$ cat config.mk
export PLATFORM = sky130hd
export DESIGN_NAME = gregorian_date_arithmetic
export DESIGN_NICKNAME = d
export VERILOG_FILES = /design/src/sv/gda_pkg.sv /design/src/sv/gda_ucode_rom.sv /design/src/sv/gda_datapath.sv /design/src/sv/gregorian_date_arithmetic.sv
export VERILOG_INCLUDE_DIRS = /design/src /design/src/sv
export SDC_FILE = /design/constraint.sdc
export NUM_CORES = 1
export LEC_CHECK = 0
export BUFFER_PORTS_ARGS = -buffer_cell sky130_fd_sc_hd__clkbuf_2
export CORE_UTILIZATION = 57
export DETAILED_ROUTE_END_ITERATION = 12
export MAX_ROUTING_LAYER = met4
export PLACE_DENSITY = 0.74
export SYNTH_ARGS = -nofsm -noshare
export SYNTH_HDL_FRONTEND = slang
export SYNTH_SLANG_ARGS = --single-unit
$ cat constraint.sdc
create_clock -name clk -period 8.1 [get_ports clk]
set_input_delay 0.405 -clock clk [delete_from_list [all_inputs] [get_ports clk]]
set_output_delay 0.405 -clock clk [all_outputs]
set_load 0.005 [all_outputs]
$ cat src/sv/gregorian_date_arithmetic_defines.svh
// ----------------------------------------------------------------------------
// Gregorian date calculator assertion macros
// Shared checks written against the clk and arst_n of the using module.
// ----------------------------------------------------------------------------
`ifndef GREGORIAN_DATE_ARITHMETIC_DEFINES_SVH
`define GREGORIAN_DATE_ARITHMETIC_DEFINES_SVH

// consequent holds in the same cycle as the antecedent
`define GDA_ASSERT_NOW(lbl, ante, cons, msg) \
	lbl: assert property (@(posedge clk) disable iff (!arst_n) (ante) |-> (cons)) \
		else $error(msg);

// consequent holds in the cycle after the antecedent
`define GDA_ASSERT_NEXT(lbl, ante, cons, msg) \
	lbl: assert property (@(posedge clk) disable iff (!arst_n) (ante) |=> (cons)) \
		else $error(msg);

`endif

$ cat src/sv/gda_pkg.sv
// ----------------------------------------------------------------------------
// Gregorian date calculator package
// Widths, microcode word layout, program addresses and calendar helpers.
// ----------------------------------------------------------------------------
`timescale 1ns / 1ps

package gda_pkg;

	localparam int DEF_MAX_YEAR = 9999;
	// day numbers up to year 65535 plus the widest offset, signed
	localparam int NUM_W = 26;
	// year residue and year count up to 65536
	localparam int YR_W  = 17;
	localparam int PC_W  = 5;

	typedef enum logic [1:0] {
		ST_OK       = 2'd0,
		ST_BAD_DATE = 2'd1,
		ST_RANGE    = 2'd2
	} status_t;

	typedef enum logic [4:0] {
		OP_NOP,
		OP_LOAD_A,
		OP_STEP400,
		OP_STEP100,
		OP_STEP4,
		OP_STEP1,
		OP_ADD_MON,
		OP_ADD_DAY,
		OP_LOAD_B,
		OP_ADD_OFF,
		OP_INV_INIT,
		OP_INV400,
		OP_INV100,
		OP_INV4,
		OP_INV1,
		OP_INV_YEAR,
		OP_INV_MON,
		OP_FIN_DATE,
		OP_FIN_DIFF,
		OP_FIN_BAD,
		OP_FIN_OOR,
		OP_PUBLISH
	} op_t;

	typedef enum logic [4:0] {
		C_ALWAYS,
		C_RANGE_BAD,
		C_RES_GE400,
		C_RES_GE100,
		C_RES_GE4,
		C_RES_GE1,
		C_DAY_BAD,
		C_MON_LT,
		C_SEL_B,
		C_KIND1,
		C_T_OUT,
		C_NUM_GE400Y,
		C_NUM_GE100Y,
		C_NUM_GE4Y,
		C_NUM_GE1Y,
		C_MON_FIT,
		C_OUT_BUSY
	} cond_t;

	// program addresses
	localparam logic [PC_W-1:0] PC_IDLE      = 5'd0;
	localparam logic [PC_W-1:0] PC_LOAD_A    = 5'd1;
	localparam logic [PC_W-1:0] PC_CHK_RANGE = 5'd2;
	localparam logic [PC_W-1:0] PC_FY400     = 5'd3;
	localparam logic [PC_W-1:0] PC_FY100     = 5'd4;
	localparam logic [PC_W-1:0] PC_FY4       = 5'd5;
	localparam logic [PC_W-1:0] PC_FY1       = 5'd6;
	localparam logic [PC_W-1:0] PC_CHK_DAY   = 5'd7;
	localparam logic [PC_W-1:0] PC_FMON      = 5'd8;
	localparam logic [PC_W-1:0] PC_FDAY      = 5'd9;
	localparam logic [PC_W-1:0] PC_SEL       = 5'd10;
	localparam logic [PC_W-1:0] PC_KIND      = 5'd11;
	localparam logic [PC_W-1:0] PC_OFF       = 5'd12;
	localparam logic [PC_W-1:0] PC_CHK_OUT   = 5'd13;
	localparam logic [PC_W-1:0] PC_IINIT     = 5'd14;
	localparam logic [PC_W-1:0] PC_I400      = 5'd15;
	localparam logic [PC_W-1:0] PC_I100      = 5'd16;
	localparam logic [PC_W-1:0] PC_I4        = 5'd17;
	localparam logic [PC_W-1:0] PC_I1        = 5'd18;
	localparam logic [PC_W-1:0] PC_IYEAR     = 5'd19;
	localparam logic [PC_W-1:0] PC_IMON      = 5'd20;
	localparam logic [PC_W-1:0] PC_IDATE     = 5'd21;
	localparam logic [PC_W-1:0] PC_DIFF      = 5'd22;
	localparam logic [PC_W-1:0] PC_BAD       = 5'd23;
	localparam logic [PC_W-1:0] PC_OOR       = 5'd24;
	localparam logic [PC_W-1:0] PC_WAIT      = 5'd25;
	localparam logic [PC_W-1:0] PC_PUBLISH   = 5'd26;

	// a taken condition runs the op and jumps to tgt; otherwise fall through
	typedef struct packed {
		op_t             op;
		cond_t           cond;
		logic [PC_W-1:0] tgt;
	} ctrl_word_t;

	typedef struct packed {
		logic        kind;
		logic [13:0] year_a;
		logic [3:0]  month_a;
		logic [4:0]  day_a;
		logic signed [20:0] offset_days;
		logic [13:0] year_b;
		logic [3:0]  month_b;
		logic [4:0]  day_b;
	} in_item_t;

	typedef struct packed {
		logic [13:0]        year;
		logic [3:0]         month;
		logic [4:0]         day;
		logic signed [22:0] diff;
		logic               a_before_b;
		status_t            status;
	} result_t;

	localparam logic [4:0] MONTH_LEN [13] = '{
		5'd0, 5'd31, 5'd28, 5'd31, 5'd30, 5'd31, 5'd30,
		5'd31, 5'd31, 5'd30, 5'd31, 5'd30, 5'd31
	};

	function automatic logic [4:0] month_days(input logic [3:0] m, input logic lp);
		logic [4:0] len;
		len = 5'd0;
		if (m == 4'd2 && lp) begin
			len = 5'd29;
		end else if (m <= 4'd12) begin
			len = MONTH_LEN[m];
		end
		return len;
	endfunction

	// days from the first day of year 1 to the first day of year y
	function automatic int days_before_year(input int y);
		int p;
		p = y - 1;
		return 365 * p + p / 4 - p / 100 + p / 400;
	endfunction

endpackage

$ cat src/sv/gda_ucode_rom.sv
// ----------------------------------------------------------------------------
// Gregorian date calculator control store
// One control word per program step: datapath op, jump condition, target.
// ----------------------------------------------------------------------------
`timescale 1ns / 1ps

module gda_ucode_rom import gda_pkg::*; (
	input  logic [PC_W-1:0] pc,
	output ctrl_word_t      word
);

	always_comb begin
		case (pc)
			// date to day number: 400, 100, 4 and 1 year blocks, then months
			PC_LOAD_A:    word = '{op: OP_LOAD_A,   cond: C_ALWAYS,     tgt: PC_CHK_RANGE};
			PC_CHK_RANGE: word = '{op: OP_NOP,      cond: C_RANGE_BAD,  tgt: PC_BAD};
			PC_FY400:     word = '{op: OP_STEP400,  cond: C_RES_GE400,  tgt: PC_FY400};
			PC_FY100:     word = '{op: OP_STEP100,  cond: C_RES_GE100,  tgt: PC_FY100};
			PC_FY4:       word = '{op: OP_STEP4,    cond: C_RES_GE4,    tgt: PC_FY4};
			PC_FY1:       word = '{op: OP_STEP1,    cond: C_RES_GE1,    tgt: PC_FY1};
			PC_CHK_DAY:   word = '{op: OP_NOP,      cond: C_DAY_BAD,    tgt: PC_BAD};
			PC_FMON:      word = '{op: OP_ADD_MON,  cond: C_MON_LT,     tgt: PC_FMON};
			PC_FDAY:      word = '{op: OP_ADD_DAY,  cond: C_ALWAYS,     tgt: PC_SEL};
			PC_SEL:       word = '{op: OP_NOP,      cond: C_SEL_B,      tgt: PC_DIFF};
			// second date for a difference: save A and run the same code on B
			PC_KIND:      word = '{op: OP_LOAD_B,   cond: C_KIND1,      tgt: PC_CHK_RANGE};
			PC_OFF:       word = '{op: OP_ADD_OFF,  cond: C_ALWAYS,     tgt: PC_CHK_OUT};
			PC_CHK_OUT:   word = '{op: OP_NOP,      cond: C_T_OUT,      tgt: PC_OOR};
			// day number back to a date
			PC_IINIT:     word = '{op: OP_INV_INIT, cond: C_ALWAYS,     tgt: PC_I400};
			PC_I400:      word = '{op: OP_INV400,   cond: C_NUM_GE400Y, tgt: PC_I400};
			PC_I100:      word = '{op: OP_INV100,   cond: C_NUM_GE100Y, tgt: PC_I100};
			PC_I4:        word = '{op: OP_INV4,     cond: C_NUM_GE4Y,   tgt: PC_I4};
			PC_I1:        word = '{op: OP_INV1,     cond: C_NUM_GE1Y,   tgt: PC_I1};
			PC_IYEAR:     word = '{op: OP_INV_YEAR, cond: C_ALWAYS,     tgt: PC_IMON};
			PC_IMON:      word = '{op: OP_INV_MON,  cond: C_MON_FIT,    tgt: PC_IMON};
			PC_IDATE:     word = '{op: OP_FIN_DATE, cond: C_ALWAYS,     tgt: PC_WAIT};
			PC_DIFF:      word = '{op: OP_FIN_DIFF, cond: C_ALWAYS,     tgt: PC_WAIT};
			PC_BAD:       word = '{op: OP_FIN_BAD,  cond: C_ALWAYS,     tgt: PC_WAIT};
			PC_OOR:       word = '{op: OP_FIN_OOR,  cond: C_ALWAYS,     tgt: PC_WAIT};
			// hold until the output register is free, then hand the item over
			PC_WAIT:      word = '{op: OP_NOP,      cond: C_OUT_BUSY,   tgt: PC_WAIT};
			PC_PUBLISH:   word = '{op: OP_PUBLISH,  cond: C_ALWAYS,     tgt: PC_IDLE};
			default:      word = '{op: OP_NOP,      cond: C_ALWAYS,     tgt: PC_IDLE};
		endcase
	end

endmodule

$ cat src/sv/gda_datapath.sv
// ----------------------------------------------------------------------------
// Gregorian date calculator datapath
// Year and day-number registers, block counters, condition flags, result.
// ----------------------------------------------------------------------------
`timescale 1ns / 1ps

module gda_datapath import gda_pkg::*; #(
	parameter int MAX_YEAR = DEF_MAX_YEAR
) (
	input  logic       clk,
	input  logic       ld,
	input  in_item_t   item,
	input  logic       en,
	input  ctrl_word_t ctrl,
	input  logic       out_busy,
	output logic       cond_hit,
	output result_t    result
);

	localparam logic [YR_W-1:0] MAX_Y = YR_W'(MAX_YEAR);
	localparam logic signed [NUM_W-1:0] DAYS_END = NUM_W'(days_before_year(MAX_YEAR + 1));
	localparam logic signed [NUM_W-1:0] D400 = NUM_W'(146097);
	localparam logic signed [NUM_W-1:0] D100 = NUM_W'(36524);
	localparam logic signed [NUM_W-1:0] D4   = NUM_W'(1461);
	localparam logic signed [NUM_W-1:0] D1   = NUM_W'(365);
	localparam logic signed [NUM_W:0] DIFF_MAX = (NUM_W + 1)'(4194303);
	localparam logic signed [NUM_W:0] DIFF_MIN = (NUM_W + 1)'(-4194304);

	in_item_t                 item_q;
	logic                     sel_q;
	logic [YR_W-1:0]          res_q;
	logic signed [NUM_W-1:0]  num_q;
	logic signed [NUM_W-1:0]  na_q;
	logic [1:0]               b_q;
	logic [4:0]               c_q;
	logic [1:0]               d_q;
	logic [3:0]               mon_q;
	result_t                  res_out_q;

	logic [13:0]             cur_y;
	logic [3:0]              cur_m;
	logic [4:0]              cur_d;
	logic                    leap;
	logic [4:0]              dim_mon;
	logic [4:0]              dim_cur;
	logic signed [NUM_W-1:0] dim_mon_s;
	logic signed [NUM_W-1:0] day_s;
	logic                    range_bad;
	logic signed [NUM_W:0]   dif;
	logic                    exec;

	assign cur_y = sel_q ? item_q.year_b  : item_q.year_a;
	assign cur_m = sel_q ? item_q.month_b : item_q.month_a;
	assign cur_d = sel_q ? item_q.day_b   : item_q.day_a;

	// last year of a 4-year block, unless it closes a century that is not the 400th
	assign leap = (d_q == 2'd3) && ((c_q != 5'd24) || (b_q == 2'd3));

	assign dim_mon   = month_days(mon_q, leap);
	assign dim_cur   = month_days(cur_m, leap);
	assign dim_mon_s = $signed({{(NUM_W - 5){1'b0}}, dim_mon});
	assign day_s     = $signed({{(NUM_W - 5){1'b0}}, cur_d});

	assign range_bad = (cur_y == 14'd0) || ({{(YR_W - 14){1'b0}}, cur_y} > MAX_Y) ||
		(cur_m == 4'd0) || (cur_m > 4'd12) || (cur_d == 5'd0);

	assign dif = {na_q[NUM_W-1], na_q} - {num_q[NUM_W-1], num_q};

	always_comb begin
		case (ctrl.cond)
			C_ALWAYS:     cond_hit = 1'b1;
			C_RANGE_BAD:  cond_hit = range_bad;
			C_RES_GE400:  cond_hit = res_q >= YR_W'(400);
			C_RES_GE100:  cond_hit = res_q >= YR_W'(100);
			C_RES_GE4:    cond_hit = res_q >= YR_W'(4);
			C_RES_GE1:    cond_hit = res_q != '0;
			C_DAY_BAD:    cond_hit = cur_d > dim_cur;
			C_MON_LT:     cond_hit = mon_q < cur_m;
			C_SEL_B:      cond_hit = sel_q;
			C_KIND1:      cond_hit = item_q.kind;
			C_T_OUT:      cond_hit = (num_q < 0) || (num_q >= DAYS_END);
			C_NUM_GE400Y: cond_hit = num_q >= D400;
			// the fourth century of a cycle and the fourth year of a block are longer
			C_NUM_GE100Y: cond_hit = (b_q != 2'd3) && (num_q >= D100);
			C_NUM_GE4Y:   cond_hit = num_q >= D4;
			C_NUM_GE1Y:   cond_hit = (d_q != 2'd3) && (num_q >= D1);
			C_MON_FIT:    cond_hit = (mon_q < 4'd12) && (num_q >= dim_mon_s);
			C_OUT_BUSY:   cond_hit = out_busy;
			default:      cond_hit = 1'b0;
		endcase
	end

	assign exec = en && cond_hit;

	always_ff @(posedge clk) begin
		if (ld) begin
			item_q <= item;
		end
		if (exec) begin
			case (ctrl.op)
				OP_LOAD_A: begin
					sel_q  <= 1'b0;
					res_q  <= {{(YR_W - 14){1'b0}}, item_q.year_a} - YR_W'(1);
					num_q  <= '0;
					b_q    <= '0;
					c_q    <= '0;
					d_q    <= '0;
					mon_q  <= 4'd1;
					res_out_q.year       <= item_q.year_a;
					res_out_q.month      <= item_q.month_a;
					res_out_q.day        <= item_q.day_a;
					res_out_q.diff       <= '0;
					res_out_q.a_before_b <= 1'b0;
					res_out_q.status     <= ST_OK;
				end
				OP_STEP400: begin
					res_q <= res_q - YR_W'(400);
					num_q <= num_q + D400;
				end
				OP_STEP100: begin
					res_q <= res_q - YR_W'(100);
					num_q <= num_q + D100;
					b_q   <= b_q + 2'd1;
				end
				OP_STEP4: begin
					res_q <= res_q - YR_W'(4);
					num_q <= num_q + D4;
					c_q   <= c_q + 5'd1;
				end
				OP_STEP1: begin
					res_q <= res_q - YR_W'(1);
					num_q <= num_q + D1;
					d_q   <= d_q + 2'd1;
				end
				OP_ADD_MON: begin
					num_q <= num_q + dim_mon_s;
					mon_q <= mon_q + 4'd1;
				end
				OP_ADD_DAY: begin
					num_q <= num_q + day_s - NUM_W'(1);
				end
				OP_LOAD_B: begin
					na_q  <= num_q;
					sel_q <= 1'b1;
					res_q <= {{(YR_W - 14){1'b0}}, item_q.year_b} - YR_W'(1);
					num_q <= '0;
					b_q   <= '0;
					c_q   <= '0;
					d_q   <= '0;
					mon_q <= 4'd1;
				end
				OP_ADD_OFF: begin
					num_q <= num_q + NUM_W'(item_q.offset_days);
				end
				OP_INV_INIT: begin
					res_q <= '0;
					b_q   <= '0;
					c_q   <= '0;
					d_q   <= '0;
					mon_q <= 4'd1;
				end
				OP_INV400: begin
					res_q <= res_q + YR_W'(400);
					num_q <= num_q - D400;
				end
				OP_INV100: begin
					res_q <= res_q + YR_W'(100);
					num_q <= num_q - D100;
					b_q   <= b_q + 2'd1;
				end
				OP_INV4: begin
					res_q <= res_q + YR_W'(4);
					num_q <= num_q - D4;
					c_q   <= c_q + 5'd1;
				end
				OP_INV1: begin
					res_q <= res_q + YR_W'(1);
					num_q <= num_q - D1;
					d_q   <= d_q + 2'd1;
				end
				OP_INV_YEAR: begin
					res_q <= res_q + YR_W'(1);
				end
				OP_INV_MON: begin
					num_q <= num_q - dim_mon_s;
					mon_q <= mon_q + 4'd1;
				end
				OP_FIN_DATE: begin
					res_out_q.year  <= res_q[13:0];
					res_out_q.month <= mon_q;
					res_out_q.day   <= num_q[4:0] + 5'd1;
				end
				OP_FIN_DIFF: begin
					// clamp to the signed 23-bit field
					if (dif > DIFF_MAX) begin
						res_out_q.diff <= DIFF_MAX[22:0];
					end else if (dif < DIFF_MIN) begin
						res_out_q.diff <= DIFF_MIN[22:0];
					end else begin
						res_out_q.diff <= dif[22:0];
					end
					res_out_q.a_before_b <= na_q < num_q;
				end
				OP_FIN_BAD: begin
					res_out_q.status <= ST_BAD_DATE;
				end
				OP_FIN_OOR: begin
					res_out_q.status <= ST_RANGE;
				end
				default: begin
				end
			endcase
		end
	end

	assign result = res_out_q;

endmodule

$ cat src/sv/gregorian_date_arithmetic.sv
// ----------------------------------------------------------------------------
// Gregorian date calculator
// The microcode loops step through 400-year blocks, centuries, 4-year blocks, years
// and months, once per date and once more to turn a shifted day number back; a
// finished result waits while a previous one still blocks the output register.
// Throughput: one item at a time; the next is taken the cycle after the result
// enters the output register. Reset clears sequencer and output valid only.
// ----------------------------------------------------------------------------
`timescale 1ns / 1ps
`include "gregorian_date_arithmetic_defines.svh"

module gregorian_date_arithmetic import gda_pkg::*; #(
	parameter int MAX_YEAR = DEF_MAX_YEAR
) (
	input  logic        clk,
	input  logic        arst_n,
	input  logic        s_tvalid,
	output logic        s_tready,
	// year_a[13:0] month_a[17:14] day_a[22:18] offset_days[43:23]
	// year_b[57:44] month_b[61:58] day_b[66:62], zero pad[71:67]
	input  logic [71:0] s_tdata,
	// kind[0]
	input  logic        s_tuser,
	output logic        m_tvalid,
	input  logic        m_tready,
	// result_year[13:0] result_month[17:14] result_day[22:18]
	// day_difference[45:23] a_before_b[46], zero pad[47]
	output logic [47:0] m_tdata,
	// status[1:0]
	output logic [1:0]  m_tuser
);

	logic            busy_q;
	logic [PC_W-1:0] pc_q;
	logic            m_tvalid_q;
	result_t         out_q;

	ctrl_word_t ctrl;
	in_item_t   item;
	result_t    dp_result;
	logic       cond_hit;
	logic       accept;
	logic       publish;
	logic       out_busy;

	assign s_tready = !busy_q;
	assign accept   = s_tvalid && !busy_q;
	assign out_busy = m_tvalid_q && !m_tready;
	assign publish  = busy_q && cond_hit && (ctrl.op == OP_PUBLISH);

	assign item.kind        = s_tuser;
	assign item.year_a      = s_tdata[13:0];
	assign item.month_a     = s_tdata[17:14];
	assign item.day_a       = s_tdata[22:18];
	assign item.offset_days = s_tdata[43:23];
	assign item.year_b      = s_tdata[57:44];
	assign item.month_b     = s_tdata[61:58];
	assign item.day_b       = s_tdata[66:62];

	gda_ucode_rom u_rom (
		.pc   (pc_q),
		.word (ctrl)
	);

	gda_datapath #(
		.MAX_YEAR (MAX_YEAR)
	) u_dp (
		.clk      (clk),
		.ld       (accept),
		.item     (item),
		.en       (busy_q),
		.ctrl     (ctrl),
		.out_busy (out_busy),
		.cond_hit (cond_hit),
		.result   (dp_result)
	);

	always_ff @(posedge clk or negedge arst_n) begin
		if (!arst_n) begin
			busy_q <= 1'b0;
			pc_q   <= PC_IDLE;
		end else if (accept) begin
			busy_q <= 1'b1;
			pc_q   <= PC_LOAD_A;
		end else if (busy_q) begin
			if (cond_hit) begin
				pc_q <= ctrl.tgt;
			end else begin
				pc_q <= pc_q + PC_W'(1);
			end
			if (publish) begin
				busy_q <= 1'b0;
			end
		end
	end

	always_ff @(posedge clk or negedge arst_n) begin
		if (!arst_n) begin
			m_tvalid_q <= 1'b0;
		end else if (publish) begin
			m_tvalid_q <= 1'b1;
		end else if (m_tready) begin
			m_tvalid_q <= 1'b0;
		end
	end

	always_ff @(posedge clk) begin
		if (publish) begin
			out_q <= dp_result;
		end
	end

	assign m_tvalid = m_tvalid_q;
	assign m_tdata  = {1'b0, out_q.a_before_b, out_q.diff, out_q.day, out_q.month, out_q.year};
	assign m_tuser  = out_q.status;

	`GDA_ASSERT_NOW(a_idle_at_rest, !busy_q, pc_q == PC_IDLE, "sequencer left idle without an item")
	`GDA_ASSERT_NEXT(a_publish_frees, publish, m_tvalid && s_tready, "result handover did not free the block")
	`GDA_ASSERT_NOW(a_ok_month, m_tvalid_q && (out_q.status == ST_OK),
		(out_q.month != 4'd0) && (out_q.month <= 4'd12) && (out_q.day != 5'd0),
		"result date malformed with ok status")
	`GDA_ASSERT_NOW(a_err_no_diff, m_tvalid_q && (out_q.status != ST_OK),
		(out_q.diff == '0) && !out_q.a_before_b, "difference reported on an error item")

endmodule

Yosys cells after proc, flatten, opt, wreduce, memory -nomap -nowiden
Memory sizes are Yosys's and may differ from the RTL's.
Cells that the tools add are included.
Cells by class
  add/subtract/negate cells: 30
  $lt $le $gt $ge: 22
  equality and inequality tests: 44
  muxes and demuxes: 32
  bitwise gates (word level): 2
  reductions and logical operators: 53
Operators by type and width (count)
  $pmux W26 S13: 1
  $pmux W17 S11: 1
  $eq A5 B4 Y1 const B: 16
  $mux W5: 12
  $add A26 B6 Y26: 2
  $pmux W24 S2: 1
  $mux W23: 2
  $pmux W23 S2: 1
  $eq A5 B3 Y1 const B: 8
  $eq A5 B5 Y1 const B: 7
  $sub A14 B1 Y15 const B: 2
  $gt A27 B23 Y1 const B: 1
  $lt A27 B23 Y1 const B: 1
  $sub A26 B26 Y27: 1
  $add A26 B10 Y26 const B: 1
  $add A26 B12 Y26 const B: 1
  $add A26 B17 Y26 const B: 1
  $add A26 B19 Y26 const B: 1
  $add A26 B21 Y26: 1
  $ge A26 B10 Y1 const B: 1
  $ge A26 B12 Y1 const B: 1
  $ge A26 B17 Y1 const B: 1
  $ge A26 B19 Y1 const B: 1
  $ge A26 B23 Y1 const B: 1
  other kinds (60): 117
Storage, ports and cells
  register bits after elaboration: 256
  memory bits (read-only): 640
  bits of input ports: 77
  output and inout bits: 52
  logic and storage cells: 217
  memories: 3
Memory list
  (no name shown): words 32, bits a word 15, rd ports 1, clocked after Yosys merged registers in 0, write ports 0, RTL line gda_ucode_rom.sv:13  | case (pc)
  (no name shown): words 16, bits a word 5, rd ports 1, clocked after Yosys merged registers in 0, write ports 0, RTL line gda_pkg.sv:134  | len = MONTH_LEN[m];
  (no name shown): words 16, bits a word 5, rd ports 1, clocked after Yosys merged registers in 0, write ports 0, RTL line gda_pkg.sv:134

Logic depth before layout (Yosys ltp)
Gate-level depths: netlist of run 1.
  word-level depth: 14
  depth in mapped cells: 25
  depth with buffers taken out: 22

Cells and area by module
A second synthesis of run 1 with hierarchy kept.
Second synthesis, totals
  cells, all modules: 2519
  area total of the unflattened synthesis: 22602.9 um^2
By module, submodules not included
  gda_datapath: times used 1, cells an instance 2338, area an instance 20024.2 um^2, sequential area each 6005.8 um^2
  gregorian_date_arithmetic: times used 1, cells an instance 90, area an instance 1881.8 um^2, sequential area each 1646.6 um^2
  gda_ucode_rom: times used 1, cells an instance 91, area an instance 696.9 um^2, sequential area each 0.0 um^2

Worst setup path after synthesis of run 1
OpenSTA, ideal clock, no wires.
  kind: flip-flop to flip-flop
  from: reg u_dp.b_q[0]
  to: reg out_q (netlist bit m_tdata[0]) (enable)
  arrival: 7862 ps
  data required time: 7520 ps
  setup slack: -342 ps
  cell stages (with the launch flop): 17
  buffers on the path: 0
  period minus slack after synthesis: 8442 ps
  path through: edfxtp_1 > ha_1 > nand2b_1 > o311ai_0 > nand2_1 > a21oi_1 > inv_1 > fa_1 > a211oi_1 > o2111ai_1 > a21oi_1 > xnor2_1 > o21a_1 > a2111oi_2 > nand3_2 > nand2_1 > nor4_1
Between the ends
  longest elaborated chain between the ends: 10
  elaborated cells between the ends (all ways): 15
  classes of those cells: order compare: 2; eq/ne: 2; mux: 3; reduce/logical: 8
Ends and longest elaborated chain
  start: declaration: RTL line gda_datapath.sv:34  | logic [1:0] b_q;
  start signal: assignment: RTL line gda_datapath.sv:123  | b_q <= b_q + 2'd1;
  start signal: assignment: RTL line gda_datapath.sv:169  | b_q <= b_q + 2'd1;
  $eq A2 B2 Y1: RTL line gda_datapath.sv:57  | assign leap = (d_q == 2'd3) && ((c_q != 5'd24) || (b_q == 2'd3));
  $logic_or A1 B1 Y1: RTL line gda_datapath.sv:57
  $logic_and A1 B1 Y1: RTL line gda_datapath.sv:57
  $logic_and A1 B1 Y1: RTL line gda_pkg.sv:131  | if (m == 4'd2 && lp) begin
  $mux W5: RTL line gda_pkg.sv:131
  $ge A26 B6 Y1: RTL line gda_datapath.sv:87  | C_MON_FIT: cond_hit = (mon_q < 4'd12) && (num_q >= dim_mon_s);
  $logic_and A1 B1 Y1: RTL line gda_datapath.sv:87
  $pmux W1 S17 (*): RTL line gda_datapath.sv:70  | case (ctrl.cond)
  $logic_and A1 B1 Y1 (*) (2 in a row): RTL line gregorian_date_arithmetic.sv:49  | assign publish = busy_q && cond_hit && (ctrl.op == OP_PUBLISH);
  via publish: RTL line gregorian_date_arithmetic.sv:43  | logic publish;
  end signal: assignment: RTL line gregorian_date_arithmetic.sv:109  | out_q <= dp_result;
  end: declaration: RTL line gregorian_date_arithmetic.sv:36  | result_t out_q;
Mark *: on every way through the listed nets, which the timed path passes. The rest lies on a longest branch.
A chain may end at the register's enable or synchronous reset.

Worst setup path in the final report of run 1
  from: reg pc_q[1]
  to: reg u_dp.num_q[25] (data pin)
Between the ends
  longest elaborated chain between the ends: 4
  elaborated cells between the ends (all ways): 17
  classes of those cells: eq/ne: 14; mux: 1; reduce/logical: 1; memory: 1
Ends and longest elaborated chain
  start: declaration: RTL line gregorian_date_arithmetic.sv:34  | logic [PC_W-1:0] pc_q;
  start signal: assignment: RTL line gregorian_date_arithmetic.sv:87  | pc_q <= ctrl.tgt;
  start signal: assignment: RTL line gregorian_date_arithmetic.sv:89  | pc_q <= pc_q + PC_W'(1);
  $mem_v2 Z32 W15 (*)
  $eq A5 B4 Y1 or $eq A5 B1 Y1 (tied branches): RTL line gda_datapath.sv:100  | case (ctrl.op)
  $reduce_or A2 Y1 (no source line)
  $pmux W26 S13 (*): RTL line gda_datapath.sv:100
  end signal: assignment: RTL line gda_datapath.sv:118  | num_q <= num_q + D400;
  end signal: assignment: RTL line gda_datapath.sv:122  | num_q <= num_q + D100;
  end signal: assignment: RTL line gda_datapath.sv:127  | num_q <= num_q + D4;
  end: declaration: RTL line gda_datapath.sv:32  | logic signed [NUM_W-1:0] num_q;
Every way passes the cells marked *; elsewhere a longest branch is shown, timed or not.

==> metrics, run 1 <==
worst skew pair latency 0.60 ns; largest net degree at the start of global routing 70; die width 197 µm; Tcrit/Tclk final 82.7%; wire per inst 24.2 µm; Endpoint, Worst Hold u_dp.item_q[15]; DR vias 20701; Top Ports 129; Setup Fix Bufs, Post-CTS 0; Max Freq 0.149 GHz; DP HPWL 53400 µm; met2 usage 58.3%; Num CTS Buffers 28; worst-path cell chain inv_1 -> ha_1 -> mux2i_1 -> a211oi_1 -> nor2_2 -> nor3_1 -> a22oi_1 -> inv_1 -> ha_1 -> a21o_1 -> a21oi_1 -> o21ai_0 -> nor4bb_1 -> nor4b_1 -> nor4_1 -> o41ai_1 -> a21oi_1 -> or4_1 -> nand3_1; synthesized flop and latch total 256; outcome finished clean; Cells after Synth 2395; critical path arrival 7.15 ns; share of the synthesized area in the top cell type 34.6%; global-route wire length before repair 112000 µm; M1 GR Usage 52.5%; worst r2r src pc_q[1]; Hold Path Stages 1; largest area contributor in the netlist edfxtp_1; reg2reg path depth 19; total number of yosys warnings 0; utilization after layout 66.0%; layout cells sized above 1 10.8%; Layout Skew 0.0333 ns; Starting Density 58.5%; final wirelength 74300 µm; DR iter-0 viols 3011; Slew @ Worst Pin 1.14 ns; Rel. slew slack 23.7%; Post-synth EDFFs 249; clock transition at the registers of the reported paths 0.06 ns; Sum Neg Setup Slack 0 ns; chip height 197 µm; ys async rst share 2.73%; clock root cell clkbuf_16; main area contributors after synthesis edfxtp_1, ha_1, a21oi_1; register-to-register setup slack 1.40 ns; gr busiest metal met2; max-cap viol count 0; Core Area 37000 µm²; synthesized area 21600 µm²; min cycle time layout 6.70 ns; IO Port Bufs 122; vias in the first global route 19487; register area share after synthesis 35.4%; total grt overflow 0; Critical Path Sink Type flop; Crit path required time 8.55 ns; Worst Setup Path Type reg2reg; Commonest cells post-synth edfxtp_1, nor2_1, ha_1; ys flop type edfxtp_1; Finish-stage setup viols 0; CTS tree done; final slew viol count 0; FF-to-FF End u_dp.num_q[25]; CP bufs+invs 2; Netlist cell types 99; final hold vios 0; CTS H-tree depth 1; Detail Route Antenna Nets 0; slowest library cell on the worst path nor3_1; syn nets 2677; hold_sp s_tdata[50]; num rows 70; initial antenna violation count 2; crit-path max FO 14; RSZ-0062 raised after global routing false; hold crit path type in2reg; most frequent cell after synthesis edfxtp_1; GP Congestion 1.05; Layout area overhead 12.7%; clock buffer depth 3; Pre-antenna DRT Iters 9; CTS Sinks 256; family with the most delay on the worst path simple AND/OR/NAND/NOR gates; Final #Nets 2829; biggest cell delay along the critical path 0.76 ns; DR vias/cell 6.74; GRT met3 Usage 7.38%; Die ar. 38700 µm²; Post-Syn Area per Cell 9.03 µm²; Startpoint Class flop; DRC 0; Total GRT Usage 38.7%
-- area by class of cell --
cell class | instances | area, µm²
Fill cell | 3058 | 12600
Clock inverter | 18 | 262
Sequential cell | 256 | 7650
Timing Repair Buffer | 227 | 1540
Tap cell | 504 | 631
Inverter | 121 | 454
Multi-Input combinational cell | 1913 | 13100
Antenna cell | 2 | 5.00
Clock buffer | 32 | 716
-- worst reg2reg max path, cell delays in order, from the launching register on --
cell and delay [ns]:
dfrtp_1 0.56, inv_1 0.24, ha_1 0.38, mux2i_1 0.17
a211oi_1 0.52, nor2_2 0.29, nor3_1 0.77, a22oi_1 0.25
inv_1 0.11, ha_1 0.23, a21o_1 0.20, a21oi_1 0.28
o21ai_0 0.18, nor4bb_1 0.24, nor4b_1 0.74, nor4_1 0.20
o41ai_1 0.49, a21oi_1 0.16, or4_1 0.44, nand3_1 0.11
-- per-layer routing --
metal  wire length (µm)  share of wire (%)  vias to the layer above
li1                   -                  -                     9369
met4               2700                3.6                        0
met2              32400                 44                     1293
met5                  0                  0                        -
met1              30400                 41                     9828
met3               8820                 12                      211
-- state kept, by name, indices dropped and copies added, names as in the netlist --
| name | cells |
|---|---|
| u_dp.item_q | 68 |
| u_dp.result | 49 |
| m_tdata | 47 |
| u_dp.na_q | 26 |
| u_dp.num_q | 26 |
| u_dp.res_q | 17 |
| pc_q | 5 |
| u_dp.c_q | 5 |
| u_dp.mon_q | 4 |
| m_tuser | 2 |
| u_dp.b_q | 2 |
| u_dp.d_q | 2 |
| busy_q | 1 |
| m_tvalid | 1 |
| u_dp.sel_q | 1 |
-- logic make-up (layout without fill, tap and decap cells) --
logic type | Yosys count | in the layout | share of synthesized area, %
buffers and inverters | 226 | 398 | 4.29
adder cells (fa/ha/maj) | 205 | 205 | 12.0
XOR/XNOR | 124 | 124 | 5.06
flip-flops | 256 | 256 | 35.4
AND/OR/NAND/NOR | 750 | 750 | 17.0
AO/OA/AOI/OAI | 795 | 795 | 24.4
multiplexers | 38 | 38 | 1.87
other | 1 | 3 | 0.0173
-- what timing repair did --
action | CTS | global route
hold buffers | 58 | 0
gates resized for setup | 0 | 0
endpoints found under the hold margin | 64 | 0
-- worst max-delay path by stage --
stage,start,end,slack (ns),depth (start not counted)
after global placement,pc_q[1],u_dp.num_q[25],1.71,19
after detailed placement,pc_q[1],u_dp.num_q[25],1.61,19
after floorplan,u_dp.b_q[0],m_tdata[0],1.76,16
after CTS,pc_q[1],u_dp.num_q[25],1.59,19
after global routing,pc_q[0],u_dp.num_q[25],1.15,19
final,pc_q[1],u_dp.num_q[25],1.40,19
-- layout by cell type, fill, tap and decap left out, types with 59 or more instances in the layout --
cell type / Yosys / final
nand3_1: 59 / 59
a21o_1: 66 / 66
inv_1: 119 / 119
xnor2_1: 85 / 85
edfxtp_1: 249 / 249
nor3_1: 64 / 62
ha_1: 200 / 200
clkbuf_2: 0 / 122
o21ai_0: 144 / 144
nand2_1: 191 / 191
a21oi_1: 199 / 198
nor2_1: 210 / 207
-- stage by stage --
step           instances  hold WS, ns  setup WS (ns)  area, µm²
6_report            3073       0.0137           1.40      24400
5_1_grt             3073      0.00991           1.15      24400
4_1_cts             3071     0.000622           1.59      24400
3_5_place_dp        2963        0.257           1.61      22800
3_3_place_gp        2963        0.249           1.71      22800
2_1_floorplan       2395        0.109           1.76      21600
Power of run 1 is not shown: default switching activity piles up to over one toggle a cycle in this logic, so the estimate is an artifact.
==> inputs of run 2 (changes only) <==
==> constraint.sdc (replaced) <==
create_clock -name clk -period 6 [get_ports clk]
set_input_delay 0.3 -clock clk [delete_from_list [all_inputs] [get_ports clk]]
set_output_delay 0.3 -clock clk [all_outputs]
set_load 0.005 [all_outputs]
==> run 2 against run 1 <==
Against the previous run: clock skew up 0.0091 ns; worst setup slack got worse by 1.0 ns; cell count rose by 2.1%; sequential cell count is the same; clock-buffer cell count up 1; sequential share of layout area is 0.60 points lower; design area rose by 1.9%; via count is 1.5% higher; critical path depth unchanged; routed wire length increased by 1.6%; non-clock buffer count increased by 62; maximum frequency is 19% higher.
==> metrics, run 2 (synthesis results as in run 1) <==
global-route wire length before repair 114000 µm; clock root cell clkbuf_16; critical path arrival 6.08 ns; layout cells sized above 1 12.3%; worst r2r src pc_q[2]; Starting Density 58.5%; Biggest register u_dp.item_q; hold crit path type in2async; Final #Nets 2892; CTS H-tree depth 1; RSZ-0062 raised after global routing false; Finish-stage setup viols 0; largest net degree at the start of global routing 59; crit-path max FO 15; Sum Neg Setup Slack 0 ns; max-cap viol count 0; Pre-antenna DRT Iters 8; final wirelength 75600 µm; DRC 0; Crit path required time 6.46 ns; vias in the first global route 19790; GP Congestion 1.07; DR iter-0 viols 2772; DP HPWL 55000 µm; Layout area overhead 14.9%; Startpoint Class flop; Layout Skew 0.0424 ns; DR vias 21014; worst skew pair latency 0.61 ns; Setup Fix Bufs, Post-CTS 0; DR vias/cell 6.70; commonest non-fill, non-tap cells in the layout edfxtp_1, nor2_1, ha_1; Largest register FFs 68; utilization after layout 67.3%; wire per inst 24.1 µm; Slew @ Worst Pin 1.22 ns; num rows 70; Tcrit/Tclk final 93.6%; register-to-register setup slack 0.38 ns; Die ar. 38700 µm²; outcome finished clean; Worst Setup Path Type reg2reg; Fillers 2966; clock buffer depth 3; initial antenna violation count 1; CTS tree done; reg2reg path depth 19; Core Area 37000 µm²; IO Port Bufs 122; die width 197 µm; FF-to-FF End u_dp.num_q[25]; Max Freq 0.178 GHz; CTS Sinks 256; final hold vios 0; chip height 197 µm; clock transition at the registers of the reported paths 0.06 ns; Rel. slew slack 18.0%; Critical Path Sink Type flop; most common cell after layout, fill and taps aside edfxtp_1; Num CTS Buffers 29; Detail Route Antenna Nets 0; final slew viol count 0; min cycle time layout 5.62 ns; total grt overflow 0; Total GRT Usage 39.4%; Top Ports 129
[run 2: changes by cell type in the layout (fill, tap and decap cells not counted), sizes merged]
| cell | before | now |
|---|---|---|
| diode | 2 | 1 |
| clkinvlp | 1 | 2 |
| clkbuf | 154 | 155 |
| buf | 47 | 97 |
| dlygate4sd3 | 58 | 70 |
| bufinv | 5 | 3 |
| inv | 123 | 126 |
[run 2: how the worst max path moves through the flow]
stage / startpoint / end / slack [ns]
after floorplan: u_dp.b_q[0] / u_dp.num_q[0] / 0.32
after global placement: pc_q[2] / u_dp.num_q[25] / 0.50
after detailed placement: pc_q[2] / u_dp.num_q[25] / 0.38
after CTS: pc_q[2] / u_dp.num_q[25] / 0.37
after global routing: pc_q[2] / u_dp.num_q[25] / 0.10
final: pc_q[2] / u_dp.num_q[25] / 0.38
[run 2: worst max-delay path, stage by stage (launching register included)]
cell and delay (ns):
dfrtp_1 0.56, buf_4 0.28, mux2i_1 0.32, a2bb2oi_1 0.42, o21ai_1 0.19, buf_4 0.21
or4_1 0.56, nand2_1 0.13, ha_1 0.26, a21oi_1 0.27, o21ai_0 0.18, nor4bb_1 0.17
buf_4 0.17, nor4b_2 0.38, nor4_1 0.13, buf_4 0.16, o41ai_1 0.43, a21oi_1 0.15
or4_1 0.41, nand3_1 0.10
[run 2: stage by stage]
| stage | cell area, µm² | hold WS (ns) | std cells | setup slack [ns] |
|---|---|---|---|---|
| floorplan | 21600 | 0.00441 | 2395 | 0.321 |
| global placement | 23200 | 0.145 | 3013 | 0.503 |
| detailed placement | 23200 | 0.150 | 3013 | 0.381 |
| CTS | 24800 | 0.0786 | 3136 | 0.368 |
| global route | 24900 | 0.0904 | 3137 | 0.101 |
| finish | 24900 | 0.0733 | 3137 | 0.381 |
[run 2: layer usage]
metal | global-route usage, % | share of wire, % | vias to the layer above
met5 | - | 0 | -
met1 | 52.9 | 41 | 9912
met3 | 8.92 | 12 | 265
li1 | - | - | 9499
met2 | 58.6 | 43 | 1338
met4 | 13.1 | 3.9 | 0
[run 2: final cells by class]
| cell class | count | area, µm² | area share (%) |
|---|---|---|---|
| diodes | 1 | 2.50 | 0.0101 |
| clock buffers | 33 | 741 | 2.98 |
| clock inverters | 20 | 209 | 0.841 |
| inverters | 121 | 454 | 1.83 |
| multi-input cells | 1913 | 13100 | 52.8 |
| flip-flops and latches | 256 | 7650 | 30.8 |
| well taps | 504 | 631 | 2.54 |
| repair buffers | 289 | 2050 | 8.25 |
[run 2: what timing repair did]
| item | 4_1_cts | 5_1_grt |
|---|---|---|
| resized for setup | 0 | 1 |
| hold buffers | 70 | 0 |
| setup endpoints to repair | 0 | 2 |
| endpoints found under the hold margin | 76 | 0 |
Power of run 2 is left out for the same reason.
